[src/hw/rtl/crsg_pkg.sv]
// Shared types and constants for the LTE cell-specific reference signal generator.
// Depends on nothing; every other file of the block refers to it by scoped names.
package crsg_pkg;

    localparam int MAX_RB         = 110;
    localparam int RES_PER_RESULT = 8;
    localparam int GOLD_SKIP      = 1600;
    localparam int LOC_STEP       = 6 * RES_PER_RESULT;

    localparam int ADDR_W  = 4;
    localparam int DATA_W  = 32;
    localparam int CELL_W  = 9;
    localparam int RB_W    = 7;
    localparam int SPS_W   = 3;
    localparam int SLOT_W  = 5;
    localparam int SYM_W   = 3;
    localparam int PORT_W  = 2;
    localparam int LOC_W   = 11;
    localparam int BITS_W  = 8;
    localparam int CNT_W   = 4;
    localparam int SEED_W  = 31;
    localparam int SHIFT_W = 3;
    localparam int SKIP_W  = 11;
    localparam int ELEM_W  = 8;
    localparam int K_W     = 3;

    localparam logic [1:0] REG_CELL_ID   = 2'd0;
    localparam logic [1:0] REG_NUM_RB    = 2'd1;
    localparam logic [1:0] REG_SYM_SLOT  = 2'd2;
    localparam logic [1:0] REG_NORMAL_CP = 2'd3;

    localparam logic [PORT_W-1:0] PORT_0 = 2'd0;
    localparam logic [PORT_W-1:0] PORT_1 = 2'd1;
    localparam logic [PORT_W-1:0] PORT_2 = 2'd2;
    localparam logic [PORT_W-1:0] PORT_3 = 2'd3;

    typedef enum logic [4:0] {
        ST_IDLE = 5'b00001,
        ST_SEED = 5'b00010,
        ST_LOAD = 5'b00100,
        ST_SKIP = 5'b01000,
        ST_GEN  = 5'b10000
    } state_t;

    typedef struct packed {
        logic load;
        logic step;
    } gold_ctrl_t;

endpackage

[src/hw/rtl/lte_cell_reference_signal_gen_unit.sv]
// A symbol without reference signals is accepted and gives no output. Otherwise groups of up
// to eight elements follow, paced by the bit-serial Gold sequence, which advances one step per
// cycle while it skips or fills a group and holds while a full group waits on out_ready.
// Input is not taken while a symbol runs. Reset clears the configuration registers to their
// defaults and the sequencer.
// Depends on crsg_pkg, crsg_seed and crsg_gold.
module lte_cell_reference_signal_gen_unit (
    input  logic                              clk,
    input  logic                              rst_n,
    input  logic                              psel,
    input  logic                              penable,
    input  logic                              pwrite,
    input  logic [crsg_pkg::ADDR_W-1:0]       paddr,
    input  logic [crsg_pkg::DATA_W-1:0]       pwdata,
    output logic [crsg_pkg::DATA_W-1:0]       prdata,
    output logic                              pready,
    input  logic                              in_valid,
    output logic                              in_ready,
    input  logic [crsg_pkg::SLOT_W-1:0]       slot,
    input  logic [crsg_pkg::SYM_W-1:0]        symbol,
    input  logic [crsg_pkg::PORT_W-1:0]       antenna_port,
    output logic                              out_valid,
    input  logic                              out_ready,
    output logic [crsg_pkg::LOC_W-1:0]        first_location,
    output logic [crsg_pkg::BITS_W-1:0]       real_bits,
    output logic [crsg_pkg::BITS_W-1:0]       imag_bits,
    output logic [crsg_pkg::CNT_W-1:0]        valid_count,
    output logic                              last_group
);

    logic [crsg_pkg::CELL_W-1:0]  cell_id_reg;
    logic [crsg_pkg::RB_W-1:0]    num_rb_reg;
    logic [crsg_pkg::SPS_W-1:0]   sym_slot_reg;
    logic                         normal_cp_reg;

    crsg_pkg::state_t             state_reg;
    crsg_pkg::state_t             state_next;
    logic [crsg_pkg::SLOT_W-1:0]  slot_reg;
    logic [crsg_pkg::SLOT_W-1:0]  slot_next;
    logic [crsg_pkg::SYM_W-1:0]   symbol_reg;
    logic [crsg_pkg::SYM_W-1:0]   symbol_next;
    logic [crsg_pkg::SHIFT_W-1:0] v_reg;
    logic [crsg_pkg::SHIFT_W-1:0] v_next;
    logic [crsg_pkg::SKIP_W-1:0]  skip_reg;
    logic [crsg_pkg::SKIP_W-1:0]  skip_next;
    logic [crsg_pkg::ELEM_W-1:0]  left_reg;
    logic [crsg_pkg::ELEM_W-1:0]  left_next;
    logic [crsg_pkg::CNT_W-1:0]   n_reg;
    logic [crsg_pkg::CNT_W-1:0]   n_next;
    logic [crsg_pkg::K_W-1:0]     k_reg;
    logic [crsg_pkg::K_W-1:0]     k_next;
    logic                         phase_reg;
    logic                         phase_next;
    logic                         full_reg;
    logic                         full_next;
    logic [crsg_pkg::BITS_W-1:0]  re_reg;
    logic [crsg_pkg::BITS_W-1:0]  re_next;
    logic [crsg_pkg::BITS_W-1:0]  im_reg;
    logic [crsg_pkg::BITS_W-1:0]  im_next;
    logic [crsg_pkg::LOC_W-1:0]   loc_reg;
    logic [crsg_pkg::LOC_W-1:0]   loc_next;

    logic                         out_valid_reg;
    logic                         out_valid_next;
    logic [crsg_pkg::LOC_W-1:0]   out_loc_reg;
    logic [crsg_pkg::BITS_W-1:0]  out_re_reg;
    logic [crsg_pkg::BITS_W-1:0]  out_im_reg;
    logic [crsg_pkg::CNT_W-1:0]   out_cnt_reg;
    logic                         out_last_reg;

    logic                         cfg_write;
    logic                         in_accept;
    logic                         has_rs;
    logic [crsg_pkg::SHIFT_W-1:0] v_sel;
    logic [crsg_pkg::RB_W-1:0]    rb;
    logic [crsg_pkg::SKIP_W-1:0]  skip_len;
    logic [crsg_pkg::ELEM_W-1:0]  total;
    logic [crsg_pkg::ELEM_W-1:0]  left_after;
    logic                         is_last;
    logic                         emit;
    logic                         seed_start;
    logic [crsg_pkg::SEED_W-1:0]  seed;
    logic [crsg_pkg::SHIFT_W-1:0] freq_shift;
    crsg_pkg::gold_ctrl_t         gold_ctrl;
    logic                         gold_bit;

    function automatic logic [crsg_pkg::CNT_W-1:0] group_size(
        input logic [crsg_pkg::ELEM_W-1:0] left);
        logic [crsg_pkg::CNT_W-1:0] n;
        begin
            if (left > crsg_pkg::ELEM_W'(crsg_pkg::RES_PER_RESULT))
            begin
                n = crsg_pkg::CNT_W'(crsg_pkg::RES_PER_RESULT);
            end
            else
            begin
                n = left[crsg_pkg::CNT_W-1:0];
            end
            return n;
        end
    endfunction

    crsg_seed u_seed (
        .clk        (clk),
        .start      (seed_start),
        .slot       (slot_reg),
        .symbol     (symbol_reg),
        .cell_id    (cell_id_reg),
        .normal_cp  (normal_cp_reg),
        .v          (v_reg),
        .seed       (seed),
        .freq_shift (freq_shift)
    );

    crsg_gold u_gold (
        .clk     (clk),
        .rst_n   (rst_n),
        .ctrl    (gold_ctrl),
        .seed    (seed),
        .bit_out (gold_bit)
    );

    assign pready    = 1'b1;
    assign cfg_write = psel && penable && pwrite;

    always_comb
    begin
        prdata = '0;
        unique case (paddr[3:2])
            crsg_pkg::REG_CELL_ID:   prdata = {23'd0, cell_id_reg};
            crsg_pkg::REG_NUM_RB:    prdata = {25'd0, num_rb_reg};
            crsg_pkg::REG_SYM_SLOT:  prdata = {29'd0, sym_slot_reg};
            crsg_pkg::REG_NORMAL_CP: prdata = {31'd0, normal_cp_reg};
            default:                 prdata = '0;
        endcase
    end

    always_ff @(posedge clk or negedge rst_n)
    begin
        if (!rst_n)
        begin
            cell_id_reg   <= '0;
            num_rb_reg    <= crsg_pkg::RB_W'(crsg_pkg::MAX_RB);
            sym_slot_reg  <= 3'd7;
            normal_cp_reg <= 1'b1;
        end
        else if (cfg_write)
        begin
            unique case (paddr[3:2])
                crsg_pkg::REG_CELL_ID:   cell_id_reg   <= pwdata[crsg_pkg::CELL_W-1:0];
                crsg_pkg::REG_NUM_RB:    num_rb_reg    <= pwdata[crsg_pkg::RB_W-1:0];
                crsg_pkg::REG_SYM_SLOT:  sym_slot_reg  <= pwdata[crsg_pkg::SPS_W-1:0];
                crsg_pkg::REG_NORMAL_CP: normal_cp_reg <= pwdata[0];
                default:                 normal_cp_reg <= normal_cp_reg;
            endcase
        end
    end

    // Ports 0 and 1 use the first symbol and the third from last; ports 2 and 3 the second.
    always_comb
    begin
        has_rs = 1'b0;
        v_sel  = 3'd0;
        unique case (antenna_port)
            crsg_pkg::PORT_0, crsg_pkg::PORT_1:
            begin
                if (symbol == 3'd0)
                begin
                    has_rs = 1'b1;
                    v_sel  = (antenna_port == crsg_pkg::PORT_0) ? 3'd0 : 3'd3;
                end
                else if (({1'b0, symbol} + 4'd3) == {1'b0, sym_slot_reg})
                begin
                    has_rs = 1'b1;
                    v_sel  = (antenna_port == crsg_pkg::PORT_0) ? 3'd3 : 3'd0;
                end
            end
            crsg_pkg::PORT_2:
            begin
                has_rs = (symbol == 3'd1);
                v_sel  = slot[0] ? 3'd3 : 3'd0;
            end
            default:
            begin
                has_rs = (symbol == 3'd1);
                v_sel  = slot[0] ? 3'd6 : 3'd3;
            end
        endcase
    end

    always_comb
    begin
        rb         = (num_rb_reg > crsg_pkg::RB_W'(crsg_pkg::MAX_RB))
                     ? crsg_pkg::RB_W'(crsg_pkg::MAX_RB) : num_rb_reg;
        skip_len   = crsg_pkg::SKIP_W'(crsg_pkg::GOLD_SKIP)
                     + {3'd0, (crsg_pkg::RB_W'(crsg_pkg::MAX_RB) - rb), 1'b0};
        total      = {rb, 1'b0};
        left_after = left_reg - {4'd0, n_reg};
        is_last    = (left_reg == {4'd0, n_reg});
        emit       = (state_reg == crsg_pkg::ST_GEN) && full_reg
                     && (!out_valid_reg || out_ready);
        in_ready   = (state_reg == crsg_pkg::ST_IDLE);
        in_accept  = in_valid && in_ready;
    end

    always_comb
    begin
        state_next     = state_reg;
        slot_next      = slot_reg;
        symbol_next    = symbol_reg;
        v_next         = v_reg;
        skip_next      = skip_reg;
        left_next      = left_reg;
        n_next         = n_reg;
        k_next         = k_reg;
        phase_next     = phase_reg;
        full_next      = full_reg;
        re_next        = re_reg;
        im_next        = im_reg;
        loc_next       = loc_reg;
        seed_start     = 1'b0;
        gold_ctrl      = '0;
        out_valid_next = out_valid_reg && !out_ready;

        unique case (state_reg)
            crsg_pkg::ST_IDLE:
            begin
                if (in_accept && has_rs && (rb != '0))
                begin
                    slot_next   = slot;
                    symbol_next = symbol;
                    v_next      = v_sel;
                    state_next  = crsg_pkg::ST_SEED;
                end
            end
            crsg_pkg::ST_SEED:
            begin
                seed_start = 1'b1;
                state_next = crsg_pkg::ST_LOAD;
            end
            crsg_pkg::ST_LOAD:
            begin
                gold_ctrl.load = 1'b1;
                skip_next      = skip_len;
                left_next      = total;
                loc_next       = {8'd0, freq_shift} + 11'd1;
                state_next     = crsg_pkg::ST_SKIP;
            end
            crsg_pkg::ST_SKIP:
            begin
                gold_ctrl.step = 1'b1;
                skip_next      = skip_reg - 11'd1;
                if (skip_reg == 11'd1)
                begin
                    n_next     = group_size(left_reg);
                    k_next     = '0;
                    phase_next = 1'b0;
                    full_next  = 1'b0;
                    re_next    = '0;
                    im_next    = '0;
                    state_next = crsg_pkg::ST_GEN;
                end
            end
            crsg_pkg::ST_GEN:
            begin
                if (!full_reg)
                begin
                    gold_ctrl.step = 1'b1;
                    if (!phase_reg)
                    begin
                        re_next[k_reg] = gold_bit;
                        phase_next     = 1'b1;
                    end
                    else
                    begin
                        im_next[k_reg] = gold_bit;
                        phase_next     = 1'b0;
                        if ({1'b0, k_reg} == (n_reg - 4'd1))
                        begin
                            full_next = 1'b1;
                        end
                        else
                        begin
                            k_next = k_reg + 3'd1;
                        end
                    end
                end
                else if (emit)
                begin
                    out_valid_next = 1'b1;
                    left_next      = left_after;
                    loc_next       = loc_reg + crsg_pkg::LOC_W'(crsg_pkg::LOC_STEP);
                    n_next         = group_size(left_after);
                    k_next         = '0;
                    phase_next     = 1'b0;
                    full_next      = 1'b0;
                    re_next        = '0;
                    im_next        = '0;
                    if (is_last)
                    begin
                        state_next = crsg_pkg::ST_IDLE;
                    end
                end
            end
            default:
            begin
                state_next = crsg_pkg::ST_IDLE;
            end
        endcase
    end

    always_ff @(posedge clk or negedge rst_n)
    begin
        if (!rst_n)
        begin
            state_reg     <= crsg_pkg::ST_IDLE;
            out_valid_reg <= 1'b0;
            full_reg      <= 1'b0;
            phase_reg     <= 1'b0;
            k_reg         <= '0;
            skip_reg      <= '0;
        end
        else
        begin
            state_reg     <= state_next;
            out_valid_reg <= out_valid_next;
            full_reg      <= full_next;
            phase_reg     <= phase_next;
            k_reg         <= k_next;
            skip_reg      <= skip_next;
        end
    end

    always_ff @(posedge clk)
    begin
        slot_reg   <= slot_next;
        symbol_reg <= symbol_next;
        v_reg      <= v_next;
        left_reg   <= left_next;
        n_reg      <= n_next;
        re_reg     <= re_next;
        im_reg     <= im_next;
        loc_reg    <= loc_next;
        if (emit)
        begin
            out_loc_reg  <= loc_reg;
            out_re_reg   <= re_reg;
            out_im_reg   <= im_reg;
            out_cnt_reg  <= n_reg;
            out_last_reg <= is_last;
        end
    end

    assign out_valid      = out_valid_reg;
    assign first_location = out_loc_reg;
    assign real_bits      = out_re_reg;
    assign imag_bits      = out_im_reg;
    assign valid_count    = out_cnt_reg;
    assign last_group     = out_last_reg;

endmodule

[src/hw/rtl/crsg_seed.sv]
// Frequency shift and Gold sequence seed for one OFDM symbol, registered on start.
// Depends on crsg_pkg for field widths.
module crsg_seed (
    input  logic                            clk,
    input  logic                            start,
    input  logic [crsg_pkg::SLOT_W-1:0]     slot,
    input  logic [crsg_pkg::SYM_W-1:0]      symbol,
    input  logic [crsg_pkg::CELL_W-1:0]     cell_id,
    input  logic                            normal_cp,
    input  logic [crsg_pkg::SHIFT_W-1:0]    v,
    output logic [crsg_pkg::SEED_W-1:0]     seed,
    output logic [crsg_pkg::SHIFT_W-1:0]    freq_shift
);

    function automatic logic [1:0] mod3_small(input logic [3:0] s);
        logic [1:0] r;
        begin
            unique case (s)
                4'd0, 4'd3, 4'd6, 4'd9, 4'd12, 4'd15: r = 2'd0;
                4'd1, 4'd4, 4'd7, 4'd10, 4'd13:       r = 2'd1;
                default:                               r = 2'd2;
            endcase
            return r;
        end
    endfunction

    logic [crsg_pkg::SEED_W-1:0]  seed_reg;
    logic [crsg_pkg::SHIFT_W-1:0] shift_reg;
    logic [9:0]                   cell_pad;
    logic [3:0]                   chunk_sum;
    logic [1:0]                   cell_mod3;
    logic [2:0]                   cell_mod6;
    logic [3:0]                   shift_sum;
    logic [5:0]                   slot_inc;
    logic [7:0]                   sym_index;
    logic [9:0]                   cell_odd;
    logic [17:0]                  product;
    logic [crsg_pkg::SEED_W-1:0]  seed_next;
    logic [crsg_pkg::SHIFT_W-1:0] shift_next;

    // Four is one modulo three, so the sum of the base-four digits keeps the residue.
    always_comb
    begin
        cell_pad  = {1'b0, cell_id};
        chunk_sum = 4'd0;
        for (int i = 0; i < 5; i++)
        begin
            chunk_sum = chunk_sum + {2'b00, cell_pad[2*i +: 2]};
        end
        cell_mod3 = mod3_small(chunk_sum);
        cell_mod6 = (cell_mod3[0] == cell_id[0]) ? {1'b0, cell_mod3}
                                                 : ({1'b0, cell_mod3} + 3'd3);
        shift_sum = {1'b0, cell_mod6} + {1'b0, v};
        shift_next = (shift_sum >= 4'd6) ? 3'(shift_sum - 4'd6) : shift_sum[2:0];

        slot_inc  = {1'b0, slot} + 6'd1;
        sym_index = ({2'b00, slot_inc} << 3) - {2'b00, slot_inc}
                    + {5'b00000, symbol} + 8'd1;
        cell_odd  = {cell_id, 1'b1};
        product   = {10'd0, sym_index} * {8'd0, cell_odd};
        seed_next = {3'b000, product, 10'd0}
                    + {21'd0, cell_id, normal_cp};
    end

    always_ff @(posedge clk)
    begin
        if (start)
        begin
            seed_reg  <= seed_next;
            shift_reg <= shift_next;
        end
    end

    assign seed       = seed_reg;
    assign freq_shift = shift_reg;

endmodule

[src/hw/rtl/crsg_gold.sv]
// Length-31 Gold sequence generator, one output bit per step.
// Depends on crsg_pkg for the control struct and the seed width.
module crsg_gold (
    input  logic                           clk,
    input  logic                           rst_n,
    input  crsg_pkg::gold_ctrl_t           ctrl,
    input  logic [crsg_pkg::SEED_W-1:0]    seed,
    output logic                           bit_out
);

    logic [crsg_pkg::SEED_W-1:0] lfsr_one_reg;
    logic [crsg_pkg::SEED_W-1:0] lfsr_one_next;
    logic [crsg_pkg::SEED_W-1:0] lfsr_two_reg;
    logic [crsg_pkg::SEED_W-1:0] lfsr_two_next;
    logic                        fb_one;
    logic                        fb_two;

    always_comb
    begin
        fb_one        = lfsr_one_reg[0] ^ lfsr_one_reg[3];
        fb_two        = lfsr_two_reg[0] ^ lfsr_two_reg[1] ^ lfsr_two_reg[2] ^ lfsr_two_reg[3];
        lfsr_one_next = lfsr_one_reg;
        lfsr_two_next = lfsr_two_reg;
        if (ctrl.load)
        begin
            lfsr_one_next = 31'd1;
            lfsr_two_next = seed;
        end
        else if (ctrl.step)
        begin
            lfsr_one_next = {fb_one, lfsr_one_reg[30:1]};
            lfsr_two_next = {fb_two, lfsr_two_reg[30:1]};
        end
    end

    always_ff @(posedge clk or negedge rst_n)
    begin
        if (!rst_n)
        begin
            lfsr_one_reg <= 31'd1;
            lfsr_two_reg <= 31'd0;
        end
        else
        begin
            lfsr_one_reg <= lfsr_one_next;
            lfsr_two_reg <= lfsr_two_next;
        end
    end

    assign bit_out = lfsr_one_reg[0] ^ lfsr_two_reg[0];

endmodule
[config.mk]
export PLATFORM = sky130hd
export DESIGN_NAME = lte_cell_reference_signal_gen_unit
export DESIGN_NICKNAME = d
export VERILOG_FILES = /design/src/hw/rtl/crsg_pkg.sv /design/src/hw/rtl/lte_cell_reference_signal_gen_unit.sv /design/src/hw/rtl/crsg_seed.sv /design/src/hw/rtl/crsg_gold.sv
export SDC_FILE = /design/constraint.sdc
export NUM_CORES = 1
export LEC_CHECK = 0
export ABC_AREA = 0
export BUFFER_PORTS_ARGS = -buffer_cell sky130_fd_sc_hd__buf_4
export CAP_MARGIN = 25
export CORE_ASPECT_RATIO = 1.25
export CORE_MARGIN = 5
export CORE_UTILIZATION = 45
export CTS_CLUSTER_DIAMETER = 60
export DETAILED_ROUTE_END_ITERATION = 7
export PLACE_DENSITY = 0.66
export SYNTH_ARGS = -nofsm -noshare
export SYNTH_HDL_FRONTEND = slang
export SYNTH_SLANG_ARGS = --single-unit
[constraint.sdc]
create_clock -name clk -period 6.3 [get_ports clk]
set_input_delay 1.26 -clock clk [delete_from_list [all_inputs] [get_ports clk]]
set_output_delay 1.26 -clock clk [all_outputs]
set_load 0.01 [all_outputs]
# Yosys cells after proc, flatten, opt, wreduce, memory -nomap -nowiden
# Memory sizes are Yosys's and may differ from the RTL's.
# Index checks and enable logic that the tools add are counted.
# W data, S select, Z words.
# totals
ff_bits	220
romBits	32
in_bits	53
wordCells	192
n_memories	1
# mem_list
memory	words	word_bits	rd	rd_clocked_by_memory_dff	write_ports	line_no	rtl
(no name shown)	16	2	1	0	0	crsg_seed.sv:18	unique case (s)
# op_classes
n_addsub	21
mul	1
order_cmp	6
eq_ne	25
muxes	72
bitwise	5
n_reduce_logical	34
# op_table
cell	n
$pmux W32 S4	1
$mux W31	4
$mux W8	8
$pmux W8 S2	3
$pmux W11 S2	2
$add A28 B10 Y29	1
$mux W5	5
$pmux W5 S5	1
$mux W3	8
$mux W11	2
$mux W4	5
$mul A8 B10 Y18	1
$mux W1	18
$bwmux W8	2
$gt A8 B4 Y1 const B	2
$ne A3 B3 Y1 const B	4
$pmux W3 S2	2
$reduce_and A2 Y1	6
$reduce_and A4 Y1	3
$add A10 B9 Y11 const A	1
$add A11 B6 Y11 const B	1
$eq A11 B1 Y1 const B	1
$sub A11 B1 Y11 const B	1
$mux W2	5
other kinds (49)	77

# Depth between registers and ports, before layout
# Gate-level depths: netlist of the first run.
# An unclocked memory read counts as a cell.
# logic_depth
ltp_word	10
mapped_depth	26

# Hierarchy
# Synthesis of the first run repeated with hierarchy kept, for this count alone.
# unflattened
hier_cells	1196
area_unflattened_um2	13186.4
# modules_own_cells
module	n_inst	cells_per_inst	area_each_um2	seq_area_each_um2
lte_cell_reference_signal_gen_unit	1	521	6127.1	3525.9
crsg_seed	1	435	4325.4	930.9
crsg_gold	1	240	2733.9	1552.7

# Least setup slack after synthesis of the first run
# OpenSTA, ideal clock, no wires.
# synth_path
path_type	reg-to-reg
start	register slot_reg[0] (netlist name)
end	register u_seed.seed_reg, in the netlist u_seed.seed[27] (data pin)
setup_ns	0.174
arrival_ns	6.333
t_required_ns	6.126
slack_ns	-0.207
stages_incl_launch_ff	25
path_buffers	0
period_less_slack_ns	6.507
path_cell_list	edfxtp_1 -> ha_1 -> ha_1 -> inv_1 -> ha_1 -> fa_1 -> a21oi_1 -> nor2_1 -> nor2_1 -> o21ai_0 -> xnor2_2 -> nor2b_1 -> fa_1 -> inv_1 -> fa_1 -> fa_1 -> fa_1 -> inv_1 -> ha_1 -> a21o_1 -> a21oi_1 -> nor2b_1 -> o41a_1 -> a221o_1 -> a311oi_1
# synth_via
elab_chain_cells	6
# synth_lines
item	line_no	rtl
start: declaration	lte_cell_reference_signal_gen_unit.sv:38	logic [crsg_pkg::SLOT_W-1:0] slot_reg;
start signal: assignment	lte_cell_reference_signal_gen_unit.sv:336	slot_reg <= slot_next;
$add A5 B1 Y6	crsg_seed.sv:56	slot_inc = {1'b0, slot} + 6'd1;
$sub A8 B6 Y8	crsg_seed.sv:57	sym_index = ({2'b00, slot_inc} << 3) - {2'b00, slot_inc}
$add A8 B3 Y8	crsg_seed.sv:58	+ {5'b00000, symbol} + 8'd1;
$add A8 B1 Y8	crsg_seed.sv:58	
$mul A8 B10 Y18	crsg_seed.sv:60	product = {10'd0, sym_index} * {8'd0, cell_odd};
named net u_seed.product[17]	crsg_seed.sv:37	logic [17:0] product;
$add A28 B10 Y29	crsg_seed.sv:62	+ {21'd0, cell_id, normal_cp};
end signal: assignment	crsg_seed.sv:69	seed_reg <= seed_next;
end: declaration	crsg_seed.sv:27	logic [crsg_pkg::SEED_W-1:0] seed_reg;
# The timed path passes the listed nets, and every way through them passes these cells.
# A chain may end at the register's enable or synchronous reset.

# Final worst setup path of the first run
# layout_path
start	register slot_reg[1] (netlist name)
end	register u_seed.seed_reg, in the netlist u_seed.seed[27] (data pin)
# The elaborated chain is that of the path after synthesis.

==> impl_metrics.py, run 1 <==
metrics = {
    "sta": {
        "period_share": 0.983,
        "worst_pin_slew_ps": 1000,
        "min_period_ps": 6190,
        "finClkSkew_ps": 21.0,
        "slew_violations": 0,
        "setup_viol": 0,
        "rsz0062_at_grt": "yes",
        "whs_ps": 420,
        "hold_violations": 0,
        "fmax_ghz": 0.161,
        "fin_ws_ps": 107,
        "slew_headroom": 0.329,
        "tns_ps": 0,
    },
    "floorplanning": {
        "die_h_um": 199,
        "initial_core_util": 0.455,
        "core_area_um2": 28300,
        "fp.dieW_um": 161,
        "dieArea_um2": 32100,
        "ios": 120,
        "row_count": 69,
    },
    "synthesis": {
        "synth_top_area_frac": 0.263,
        "synth_area_um2": 12900,
        "avgSynthCellArea_um2": 10.7,
        "ys_ff_latch": 217,
        "synth.most_common_cell": "nand2_1",
        "synth_area_leader_cell": "edfxtp_1",
        "async_flop_share": 0.479,
        "yosys_warnings": 0,
        "synth.distinct_cells": 69,
        "synth_edf_count": 113,
        "seq_area_frac_synth": 0.466,
        "synth_area_leaders": "edfxtp_1, dfrtp_1, fa_1",
        "netlist_instances": 1199,
        "synthFlopType": "edfxtp_1",
        "synth_common_cells": "nand2_1, edfxtp_1, inv_1, o21ai_0, dfrtp_1",
    },
    "hold_path": {
        "min-delay-start": "loc_reg[2]$_DFFE_PP_",
        "worstHoldEndpoint": "first_location[2]$_DFFE_PP_",
        "hp-class": "reg -> reg",
        "hold-path-cell-count": 0,
    },
    "global_route": {
        "grt_max_degree": 68,
        "globalRoute.totalOverflow": 0,
        "antenna_found_initial": 0,
        "grt_pass1_vias": 8907,
        "grt_usage": 0.156,
        "grt_first_pass_wirelength_um": 42100,
    },
    "cells_and_area": {
        "nNetsFinal": 1492,
        "final_layout_size_suffix_gt1_frac": 0.195,
        "antenna_cells": 0,
        "area_growth_pct": 18.2,
        "final_util": 0.538,
    },
    "clock_tree": {
        "cts_tree": "done",
        "hold_buffers": 0,
        "cts.reportedPaths.clkPinSlew_ps": 60,
        "htree_num_levels": 1,
        "cts_buffer_depth": 3,
        "ctsRootBufferMaster": "clkbuf_16",
        "cts_sinks": 217,
        "clock_latency_ps": 530,
        "cts-buffers-inserted": 25,
    },
    "critical_path": {
        "worstSetupPathType": "reg -> reg",
        "startpoint": "slot_reg[1]$_DFFE_PP_",
        "max_stage_delay_ps": 550,
        "critical-path-top-delay-family": "adder cells",
        "crit_slowest_cell": "fa_1",
        "critPathLaunchType": "flop",
        "cp-end-kind": "flop",
        "r2r_slack_ps": 110,
        "r2r_cells": 24,
        "crit_buf_inv": 3,
        "crit_path_cell_trace": "ha_4, ha_4, inv_2, ha_4, fa_2, a21oi_2, nor2_2, nor2_2, o21ai_2, xnor2_4, nor2b_2, fa_1, inv_2, fa_1, fa_1, fa_1, inv_2, ha_4, a21o_1, a21oi_2, nor2b_1, o41a_1, a221o_1, a311oi_1",
        "path_max_fanout": 5,
        "r2r_end": "u_seed.seed[27]$_DFFE_PP_",
        "critPathRequiredTime_ps": 6640,
        "arrival_ps": 6530,
        "regToRegStartpoint": "slot_reg[1]$_DFFE_PP_",
    },
    "power_and_ir_drop": {
        "leakage_nw": 6.51,
        "ir_drop_mv": 0.914,
        "powerDensity_nw_per_um2": 642,
        "power.total_mw": 9.78,
    },
    "detailed_routing": {
        "dr.pass1.iters": 5,
        "first_iter_violations": 425,
        "drc": 0,
        "vias": 8786,
        "vias_per_cell": 5.23,
        "avgRoutedWirePerCell_um": 15.2,
        "ant_nets": 0,
        "drt_wl_total_um": 25500,
    },
    "placed_design": {
        "port_buffers": 70,
        "pre_cts_ws_ps": -129,
        "hpwlAfterDp_um": 18000,
        "gp_congestion": 0.833,
    },
    "run": {
        "max_cap_viol_count": 0,
    },
    "status": {
        "status": "complete, no violations",
    },
}
[kinds of logic (layout without fill, tap and decap cells)]
| kind of cell | count (synthesis) | after routing | share of synthesized area |
|---|---|---|---|
| other cells | 2 | 24 | 0.000583 |
| compound gates | 204 | 204 | 0.0950 |
| flops | 217 | 217 | 0.466 |
| fa+ha+maj | 132 | 132 | 0.160 |
| buf+inv | 178 | 283 | 0.0603 |
| simple gates | 353 | 353 | 0.129 |
| mux | 66 | 66 | 0.0548 |
| xor+xnor | 47 | 47 | 0.0342 |
[metal layers]
layer	part of all wire	track usage	up-vias
met5	0	0	-
met4	0.016	0.0373	0
met3	0.045	0.0274	31
met2	0.52	0.291	136
met1	0.41	0.187	4342
li1	-	-	4277
[how the worst max path moves through the flow]
stage / end / slack [ps] / cells after the start
2_1_floorplan: u_seed.seed[27]$_DFFE_PP_ / 6 / 24
4_1_cts: u_seed.seed[27]$_DFFE_PP_ / 4 / 24
6_report: u_seed.seed[27]$_DFFE_PP_ / 110 / 24
3_5_place_dp: u_seed.seed[27]$_DFFE_PP_ / -130 / 24
5_1_grt: u_seed.seed[27]$_DFFE_PP_ / -150 / 24
3_3_place_gp: u_seed.seed[27]$_DFFE_PP_ / -130 / 24
[cell usage in the layout, fill, tap and decap left out, types with 22 or more instances in the layout]
master and instances:
a21oi_1 26, and2_1 26, buf_4 116, clkbuf_16 26, conb_1 24, dfrtp_1 93
edfxtp_1 113, fa_1 52, ha_1 65, inv_1 103, mux2_2 22, mux2i_1 42
nand2_1 163, nor2_1 55, o21ai_0 95
[worst reg2reg max path: cells and delay by family, from the launching register on]
kind	cells	cell delay (ps)
compound gates	7	1510
xor+xnor	1	250
fa+ha+maj	9	3310
buf+inv	3	130
flops	1	440
simple gates	4	370
[what timing repair did]
item / CTS / global route
endpoints found under the hold margin: 0 / 0
endpoints found under the setup margin: 6 / 10
cloned: 0 / 0
setup buffers: 4 / 5
resized for setup: 17 / 41
pin swaps: 19 / 40
[through the flow]
step           cell area [um2]  cells
3_3_place_gp             14000   1624
5_1_grt                  15200   1681
6_report                 15200   1681
2_1_floorplan            13000   1221
4_1_cts                  15000   1675
3_5_place_dp             14000   1625
[cell type report]
class	count	area (um2)
clock inverter	12	186
fill	2489	13100
tap	355	444
sequential	217	6010
multi-input combinational	826	6480
timing repair buffer	125	976
clock buffer	34	711
inverter	112	420
[where the power goes]
part	switching (mW)	total, mW	internal, mW
Sequential	0.141	2.00	1.86
Combinational	3.13	6.23	3.10
Clock	0.592	1.55	0.962
Power figures use the tool's default switching activity.
==> inputs of run 2 (changes only) <==
--- a/config.mk
+++ b/config.mk
@@ -16,4 +16,5 @@
 export PLACE_DENSITY = 0.66
 export SYNTH_ARGS = -nofsm -noshare
 export SYNTH_HDL_FRONTEND = slang
+export SYNTH_HIERARCHICAL = 1
 export SYNTH_SLANG_ARGS = --single-unit
==> run 2 against run 1 <==
Net effect: die area rose by 2.2%; critical path depth rose by 1; non-clock buffer count fell by 9; clock power fell by 9%; via count fell by 1.3%; count of clock-buffer cells in the layout fell by 1; utilization fell by 1.3 points; combinational power fell by 6.3%.
==> impl_metrics.py, run 2 <==
metrics = {
    "synthesis": {
        "synth_edf_count": 113,
        "synth_area_um2": 13200,
        "netlist_instances": 1196,
        "synth_area_leader_cell": "edfxtp_1",
        "synth_top_area_frac": 0.257,
        "synth_common_cells": "inv_1, edfxtp_1, nand2_1, dfrtp_1, nor2_1",
        "avgSynthCellArea_um2": 11.0,
        "yosys_warnings": 6,
        "ys_ff_latch": 217,
        "async_flop_share": 0.479,
        "synth.distinct_cells": 82,
        "synthFlopType": "edfxtp_1",
        "seq_area_frac_synth": 0.456,
        "synth.most_common_cell": "inv_1",
        "synth_area_leaders": "edfxtp_1, dfrtp_1, fa_1",
    },
    "global_route": {
        "grt_pass1_vias": 8704,
        "grt_first_pass_wirelength_um": 41700,
        "grt_usage": 0.150,
        "antenna_found_initial": 0,
        "globalRoute.totalOverflow": 0,
        "grt_max_degree": 66,
    },
    "hold_path": {
        "hp-class": "reg -> reg",
    },
    "cells_and_area": {
        "layout_common_cells": "buf_4, edfxtp_1, inv_1, nand2_1, dfrtp_1",
        "antenna_cells": 0,
        "final_layout_size_suffix_gt1_frac": 0.181,
        "regArea_um2": 6010,
        "multiInputGateArea_um2": 6580,
        "final_common_cell": "buf_4",
        "final.fill_count": 2604,
        "nNetsFinal": 1476,
        "area_growth_pct": 15.6,
    },
    "clock_tree": {
        "htree_num_levels": 1,
        "cts_tree": "done",
        "hold_buffers": 0,
        "cts_buffer_depth": 3,
        "cts-buffers-inserted": 25,
        "ctsRootBufferMaster": "clkbuf_16",
        "clock_latency_ps": 520,
        "cts.reportedPaths.clkPinSlew_ps": 60,
        "cts_sinks": 217,
    },
    "sta": {
        "worst_pin_slew_ps": 1020,
        "fmax_ghz": 0.164,
        "hold_violations": 0,
        "whs_ps": 416,
        "min_period_ps": 6090,
        "slew_violations": 0,
        "period_share": 0.966,
        "setup_viol": 0,
        "fin_ws_ps": 212,
        "slew_headroom": 0.320,
        "finClkSkew_ps": 36.3,
    },
    "floorplanning": {
        "initial_core_util": 0.453,
        "core_area_um2": 29100,
        "fp.dieW_um": 163,
        "die_h_um": 201,
        "row_count": 70,
        "dieArea_um2": 32800,
        "ios": 120,
    },
    "power_and_ir_drop": {
        "p_sw_frac": 0.401,
        "power.total_mw": 9.34,
        "p_clk_frac": 0.151,
        "powerDensity_nw_per_um2": 612,
        "comb_power_share": 0.625,
        "ir_drop_mv": 0.850,
        "leakage_nw": 6.55,
        "intPower_mw": 5.60,
        "switching_power_mw": 3.74,
        "p_seq_frac": 0.224,
    },
    "status": {
        "status": "complete, no violations",
    },
    "critical_path": {
        "regToRegStartpoint": "slot_reg[0]$_DFFE_PP_",
        "r2r_slack_ps": 210,
        "startpoint": "slot_reg[0]$_DFFE_PP_",
        "cp-end-kind": "flop",
        "r2r_cells": 25,
        "crit_path_end": "u_seed/seed[22]$_DFFE_PP_",
        "r2r_end": "u_seed/seed[22]$_DFFE_PP_",
        "worstSetupPathType": "reg -> reg",
        "path_max_fanout": 3,
        "critPathLaunchType": "flop",
        "critPathRequiredTime_ps": 6550,
        "arrival_ps": 6340,
    },
    "detailed_routing": {
        "vias_per_cell": 5.07,
        "ant_nets": 0,
        "vias": 8671,
        "first_iter_violations": 429,
        "drt_wl_total_um": 25200,
        "dr.pass1.iters": 5,
        "drc": 0,
        "avgRoutedWirePerCell_um": 14.8,
    },
    "placed_design": {
        "pre_cts_ws_ps": -66.9,
        "port_buffers": 70,
        "hpwlAfterDp_um": 17800,
        "gp_congestion": 0.816,
    },
    "run": {
        "max_cap_viol_count": 0,
    },
}
run 2: cell types whose count changed after synthesis, sizes merged, moves of 8 or more:
cell,change
and2,+17
mux2i,+36
nor2,+32
o21a,-15
xnor2,+8
o21ai,-41
nand2,-55
run 2: worst min path at each step:
stage | start | endpoint | cells after the start
floorplan | loc_reg[0]$_DFFE_PP_ | first_location[0]$_DFFE_PP_ | 0
global placement | loc_reg[3]$_DFFE_PP_ | first_location[3]$_DFFE_PP_ | 0
detailed placement | loc_reg[3]$_DFFE_PP_ | first_location[3]$_DFFE_PP_ | 0
CTS | loc_reg[3]$_DFFE_PP_ | first_location[3]$_DFFE_PP_ | 0
global route | loc_reg[3]$_DFFE_PP_ | first_location[3]$_DFFE_PP_ | 0
finish | loc_reg[3]$_DFFE_PP_ | first_location[3]$_DFFE_PP_ | 0
run 2: metal layers:
| layer | GRT usage | wire, um |
|---|---|---|
| met1 | 0.195 | 10700 |
| met5 | 0 | 0 |
| met2 | 0.265 | 13200 |
| met3 | 0.0211 | 862 |
| met4 | 0.0360 | 507 |
run 2: kinds of logic (layout without fill, tap and decap cells):
| family | Yosys count | after routing | share of synthesized area |
|---|---|---|---|
| simple gates | 340 | 340 | 0.124 |
| flops | 217 | 217 | 0.456 |
| buf+inv | 187 | 280 | 0.0659 |
| compound gates | 173 | 173 | 0.0877 |
| fa+ha+maj | 129 | 129 | 0.154 |
| mux | 99 | 99 | 0.0780 |
| xor+xnor | 48 | 48 | 0.0330 |
| other cells | 3 | 27 | 0.000854 |
run 2: final cells by class:
| type | count | area share |
|---|---|---|
| well taps | 396 | 0.0325 |
| multi-input cells | 816 | 0.432 |
| clock inverters | 13 | 0.00919 |
| repair buffers | 116 | 0.0592 |
| clock buffers | 33 | 0.0443 |
| inverters | 118 | 0.0290 |
| flip-flops and latches | 217 | 0.394 |
run 2: power groups by stage:
| stage | Clock (mW) | Combinational (mW) | Sequential [mW] |
|---|---|---|---|
| 3_3_place_gp | 0 | 5.24 | 2.11 |
| 6_report | 1.41 | 5.84 | 2.10 |
| 4_1_cts | 1.45 | 5.49 | 2.10 |
| 2_1_floorplan | 0 | 3.81 | 2.04 |
| 3_5_place_dp | 0 | 5.33 | 2.12 |
| 5_1_grt | 1.51 | 6.63 | 2.12 |
run 2: critical path, stage by stage (launching register included):
cell and delay (ps):
edfxtp_1 430, ha_4 310, ha_4 190, inv_2 60, ha_4 130, inv_2 40, fa_2 400, nor2b_4 160
nor3_4 60, o21bai_1 200, a21oi_2 100, xnor2_2 160, and2_4 170, fa_1 550, fa_1 440, fa_1 540
inv_1 60, fa_1 560, inv_1 50, ha_1 290, and3_1 200, a31oi_2 160, o21ai_2 90, a21o_1 180
buf_4 140, xor2_1 130
run 2: repair_timing:
| action | 4_1_cts | 5_1_grt |
|---|---|---|
| setup endpoints to repair | 7 | 8 |
| pin swaps | 7 | 35 |
| setup buffers | 0 | 6 |
| gates resized for setup | 8 | 29 |
run 2: stage by stage:
stage                     area (um2)  utilization  TNS [ps]  instances
after global placement         14200        0.487     -14.1       1655
after CTS                      15000        0.516         0       1701
after detailed placement       14200        0.487      -225       1655
after global routing           15200        0.524     -33.5       1709
final                          15200        0.524         0       1709
after floorplan                13300            -         0       1220
==> inputs of run 3 (changes only) <==
--- a/config.mk
+++ b/config.mk
@@ -5,7 +5,7 @@
 export SDC_FILE = /design/constraint.sdc
 export NUM_CORES = 1
 export LEC_CHECK = 0
-export ABC_AREA = 0
+export ABC_AREA = 1
 export BUFFER_PORTS_ARGS = -buffer_cell sky130_fd_sc_hd__buf_4
 export CAP_MARGIN = 25
 export CORE_ASPECT_RATIO = 1.25
@@ -13,7 +13,7 @@
 export CORE_UTILIZATION = 45
 export CTS_CLUSTER_DIAMETER = 60
 export DETAILED_ROUTE_END_ITERATION = 7
-export PLACE_DENSITY = 0.66
+export PLACE_DENSITY = 0.65
 export SYNTH_ARGS = -nofsm -noshare
 export SYNTH_HDL_FRONTEND = slang
 export SYNTH_HIERARCHICAL = 1
==> run 3 against run 2 <==
Net effect: worst hold slack better by 2.7 ps; cell area rose by 0.90%; register-to-register slack improved by 90 ps; routed wire length grew 8.4%; critical path depth grew 2; critical endpoint is now u_seed/seed[23]$_DFFE_PP_; clock power about the same; highest routed layer unchanged; maximum frequency up 1.5%; total power fell by 15%; via count is 14% higher; synthesized cell count rose by 25%; sequential share of layout area is 0.35 points lower.
==> impl_metrics.py, run 3 <==
metrics = {
    "status": {
        "status": "complete, no violations",
    },
    "detailed_routing": {
        "wl_met2_um": 14000,
        "dr.pass1.iters": 5,
        "drt-met1-wl_um": 11600,
        "wl_met3_um": 1170,
        "vias": 9877,
        "vias_per_cell": 4.97,
        "dr.max_layer_used": "met4",
        "avgRoutedWirePerCell_um": 13.7,
        "ant_nets": 0,
        "drt_wl_total_um": 27300,
        "first_iter_violations": 603,
        "drc": 0,
    },
    "hold_path": {
        "hp-class": "reg -> reg",
        "hold-path-cell-count": 0,
        "worstHoldEndpoint": "first_location[1]$_DFFE_PP_",
        "min-delay-start": "loc_reg[1]$_DFFE_PP_",
    },
    "synthesis": {
        "yosys_warnings": 6,
        "synthFlopType": "edfxtp_1",
        "synth_area_um2": 13700,
        "synth.distinct_cells": 55,
        "ys_ff_latch": 217,
        "synth_common_cells": "nand2_1, inv_1, edfxtp_1, nor2_1, dfrtp_1",
        "synth_area_leaders": "edfxtp_1, dfrtp_1, nand2_1",
        "synth_top_area_frac": 0.247,
        "async_flop_share": 0.479,
        "synth.most_common_cell": "nand2_1",
        "synth_area_leader_cell": "edfxtp_1",
        "netlist_instances": 1493,
        "synth_edf_count": 113,
        "avgSynthCellArea_um2": 9.19,
        "seq_area_frac_synth": 0.438,
    },
    "power_and_ir_drop": {
        "powerDensity_nw_per_um2": 514,
        "leakage_nw": 7.32,
        "ir_drop_mv": 0.654,
    },
    "critical_path": {
        "r2r_cells": 27,
        "crit_path_frequent_cell": "inv_1",
        "critical-path-top-delay-family": "adder cells",
        "crit_buf_inv": 7,
        "regToRegStartpoint": "slot_reg[0]$_DFFE_PP_",
        "arrival_ps": 6250,
        "path_max_fanout": 7,
        "cp-end-kind": "flop",
        "r2r_end": "u_seed/seed[23]$_DFFE_PP_",
        "max_stage_delay_ps": 570,
        "crit_slowest_cell": "fa_1",
        "worstSetupPathType": "reg -> reg",
        "critPathRequiredTime_ps": 6550,
        "r2r_slack_ps": 300,
        "critPathLaunchType": "flop",
    },
    "floorplanning": {
        "dieArea_um2": 34100,
        "core_area_um2": 30100,
        "fp.dieW_um": 166,
        "die_h_um": 205,
        "row_count": 71,
        "ios": 120,
        "initial_core_util": 0.456,
    },
    "sta": {
        "tns_ps": 0,
        "fmax_ghz": 0.167,
        "hold_violations": 0,
        "slew_headroom": 0.463,
        "min_period_ps": 6000,
        "whs_ps": 419,
        "worst_pin_slew_ps": 805,
        "period_share": 0.952,
        "finClkSkew_ps": 21.4,
        "rsz0062_at_grt": "no",
        "fin_ws_ps": 300,
        "setup_viol": 0,
        "slew_violations": 0,
    },
    "cells_and_area": {
        "final_common_cell": "nand2_1",
        "antenna_cells": 0,
        "final_util": 0.511,
        "layout_common_cells": "nand2_1, inv_1, edfxtp_1, nor2_1, dfrtp_1",
        "area_growth_pct": 12.1,
        "final.fill_count": 2748,
        "final_layout_size_suffix_gt1_frac": 0.147,
        "fin_cells": 1988,
        "nNetsFinal": 1750,
    },
    "clock_tree": {
        "cts.reportedPaths.clkPinSlew_ps": 60,
        "cts_sinks": 217,
        "cts_buffer_depth": 3,
        "ctsRootBufferMaster": "clkbuf_16",
        "hold_buffers": 0,
        "clock_latency_ps": 520,
        "cts-buffers-inserted": 25,
        "htree_num_levels": 1,
        "cts_tree": "done",
    },
    "placed_design": {
        "port_buffers": 70,
        "place_inst": 1937,
        "pre_cts_ws_ps": 207,
        "hpwlAfterDp_um": 20200,
        "gp_congestion": 0.855,
    },
    "global_route": {
        "antenna_found_initial": 0,
        "grt_pass1_vias": 9655,
        "grt_first_pass_wirelength_um": 45800,
        "grt_max_degree": 61,
        "grt_usage": 0.158,
        "globalRoute.totalOverflow": 0,
    },
    "run": {
        "max_cap_viol_count": 0,
    },
}
## run 3: changes by cell type after synthesis, sizes merged, moves of 17 or more
cell,before,now
and2,45,2
inv,118,309
mux2,20,0
mux2i,78,0
nand2,108,321
nand3,17,64
nor2,90,116
o21ai,61,78
o22ai,1,38
xnor2,33,14
## run 3: report_power, final
| part | total, mW | leakage, nW | internal, mW | switching [mW] |
|---|---|---|---|---|
| registers | 2.04 | 2.35 | 1.88 | 0.154 |
| logic | 4.48 | 4.58 | 1.72 | 2.76 |
| clock network | 1.40 | 0.390 | 0.812 | 0.590 |
| total | 7.92 | 7.32 | 4.42 | 3.50 |
## run 3: worst max path at each step
stage               slack (ps)                         to  cells past startpoint             startpoint
floorplan                  600  u_seed/seed[26]$_DFFE_PP_                     27  slot_reg[0]$_DFFE_PP_
global placement           200  u_seed/seed[26]$_DFFE_PP_                     27  slot_reg[0]$_DFFE_PP_
detailed placement         210  u_seed/seed[26]$_DFFE_PP_                     27  slot_reg[0]$_DFFE_PP_
CTS                        150  u_seed/seed[26]$_DFFE_PP_                     27  slot_reg[0]$_DFFE_PP_
global route                10  u_seed/seed[23]$_DFFE_PP_                     27  slot_reg[0]$_DFFE_PP_
finish                     300  u_seed/seed[23]$_DFFE_PP_                     27  slot_reg[0]$_DFFE_PP_
## run 3: worst reg2reg max path: cells and delay by family, from the launching register on
family / cells / cell delay [ps]
XOR/XNOR: 1 / 180
buffers and inverters: 7 / 520
flip-flops: 1 / 490
AO/OA/AOI/OAI: 1 / 170
AND/OR/NAND/NOR: 10 / 930
adder cells (fa/ha/maj): 8 / 3480
## run 3: cell families after synthesis
group	count (synthesis)	share of synthesized area
AND/OR/NAND/NOR	554	0.176
buffers and inverters	367	0.114
flip-flops	217	0.438
AO/OA/AOI/OAI	196	0.104
adder cells (fa/ha/maj)	129	0.148
XOR/XNOR	27	0.0191
other	3	0.000820
## run 3: layer usage
layer / vias to the layer above / track usage
met5: - / 0
met4: 0 / 0.0406
met3: 53 / 0.0190
met2: 176 / 0.290
met1: 4760 / 0.199
li1: 4888 / -
## run 3: cell type report
type                       instances  area (um2)  area share
clock inverter                    14        96.3     0.00626
timing repair buffer              81         621      0.0403
tap                              401         502      0.0326
clock buffer                      32         714      0.0464
multi-input combinational        933        6270       0.408
sequential                       217        6010       0.391
inverter                         310        1170      0.0760
## run 3: repair_timing
item	4_1_cts	5_1_grt
setup endpoints to repair	0	8
buffers inserted	0	4
gates resized for setup	0	8
hold endpoints to repair	0	0
## run 3: per-stage QoR
step	instance area (um2)	total power [mW]
finish	15400	7.92
global route	15400	8.79
CTS	15300	7.98
detailed placement	14500	6.53
global placement	14500	6.43
floorplan	13800	5.51
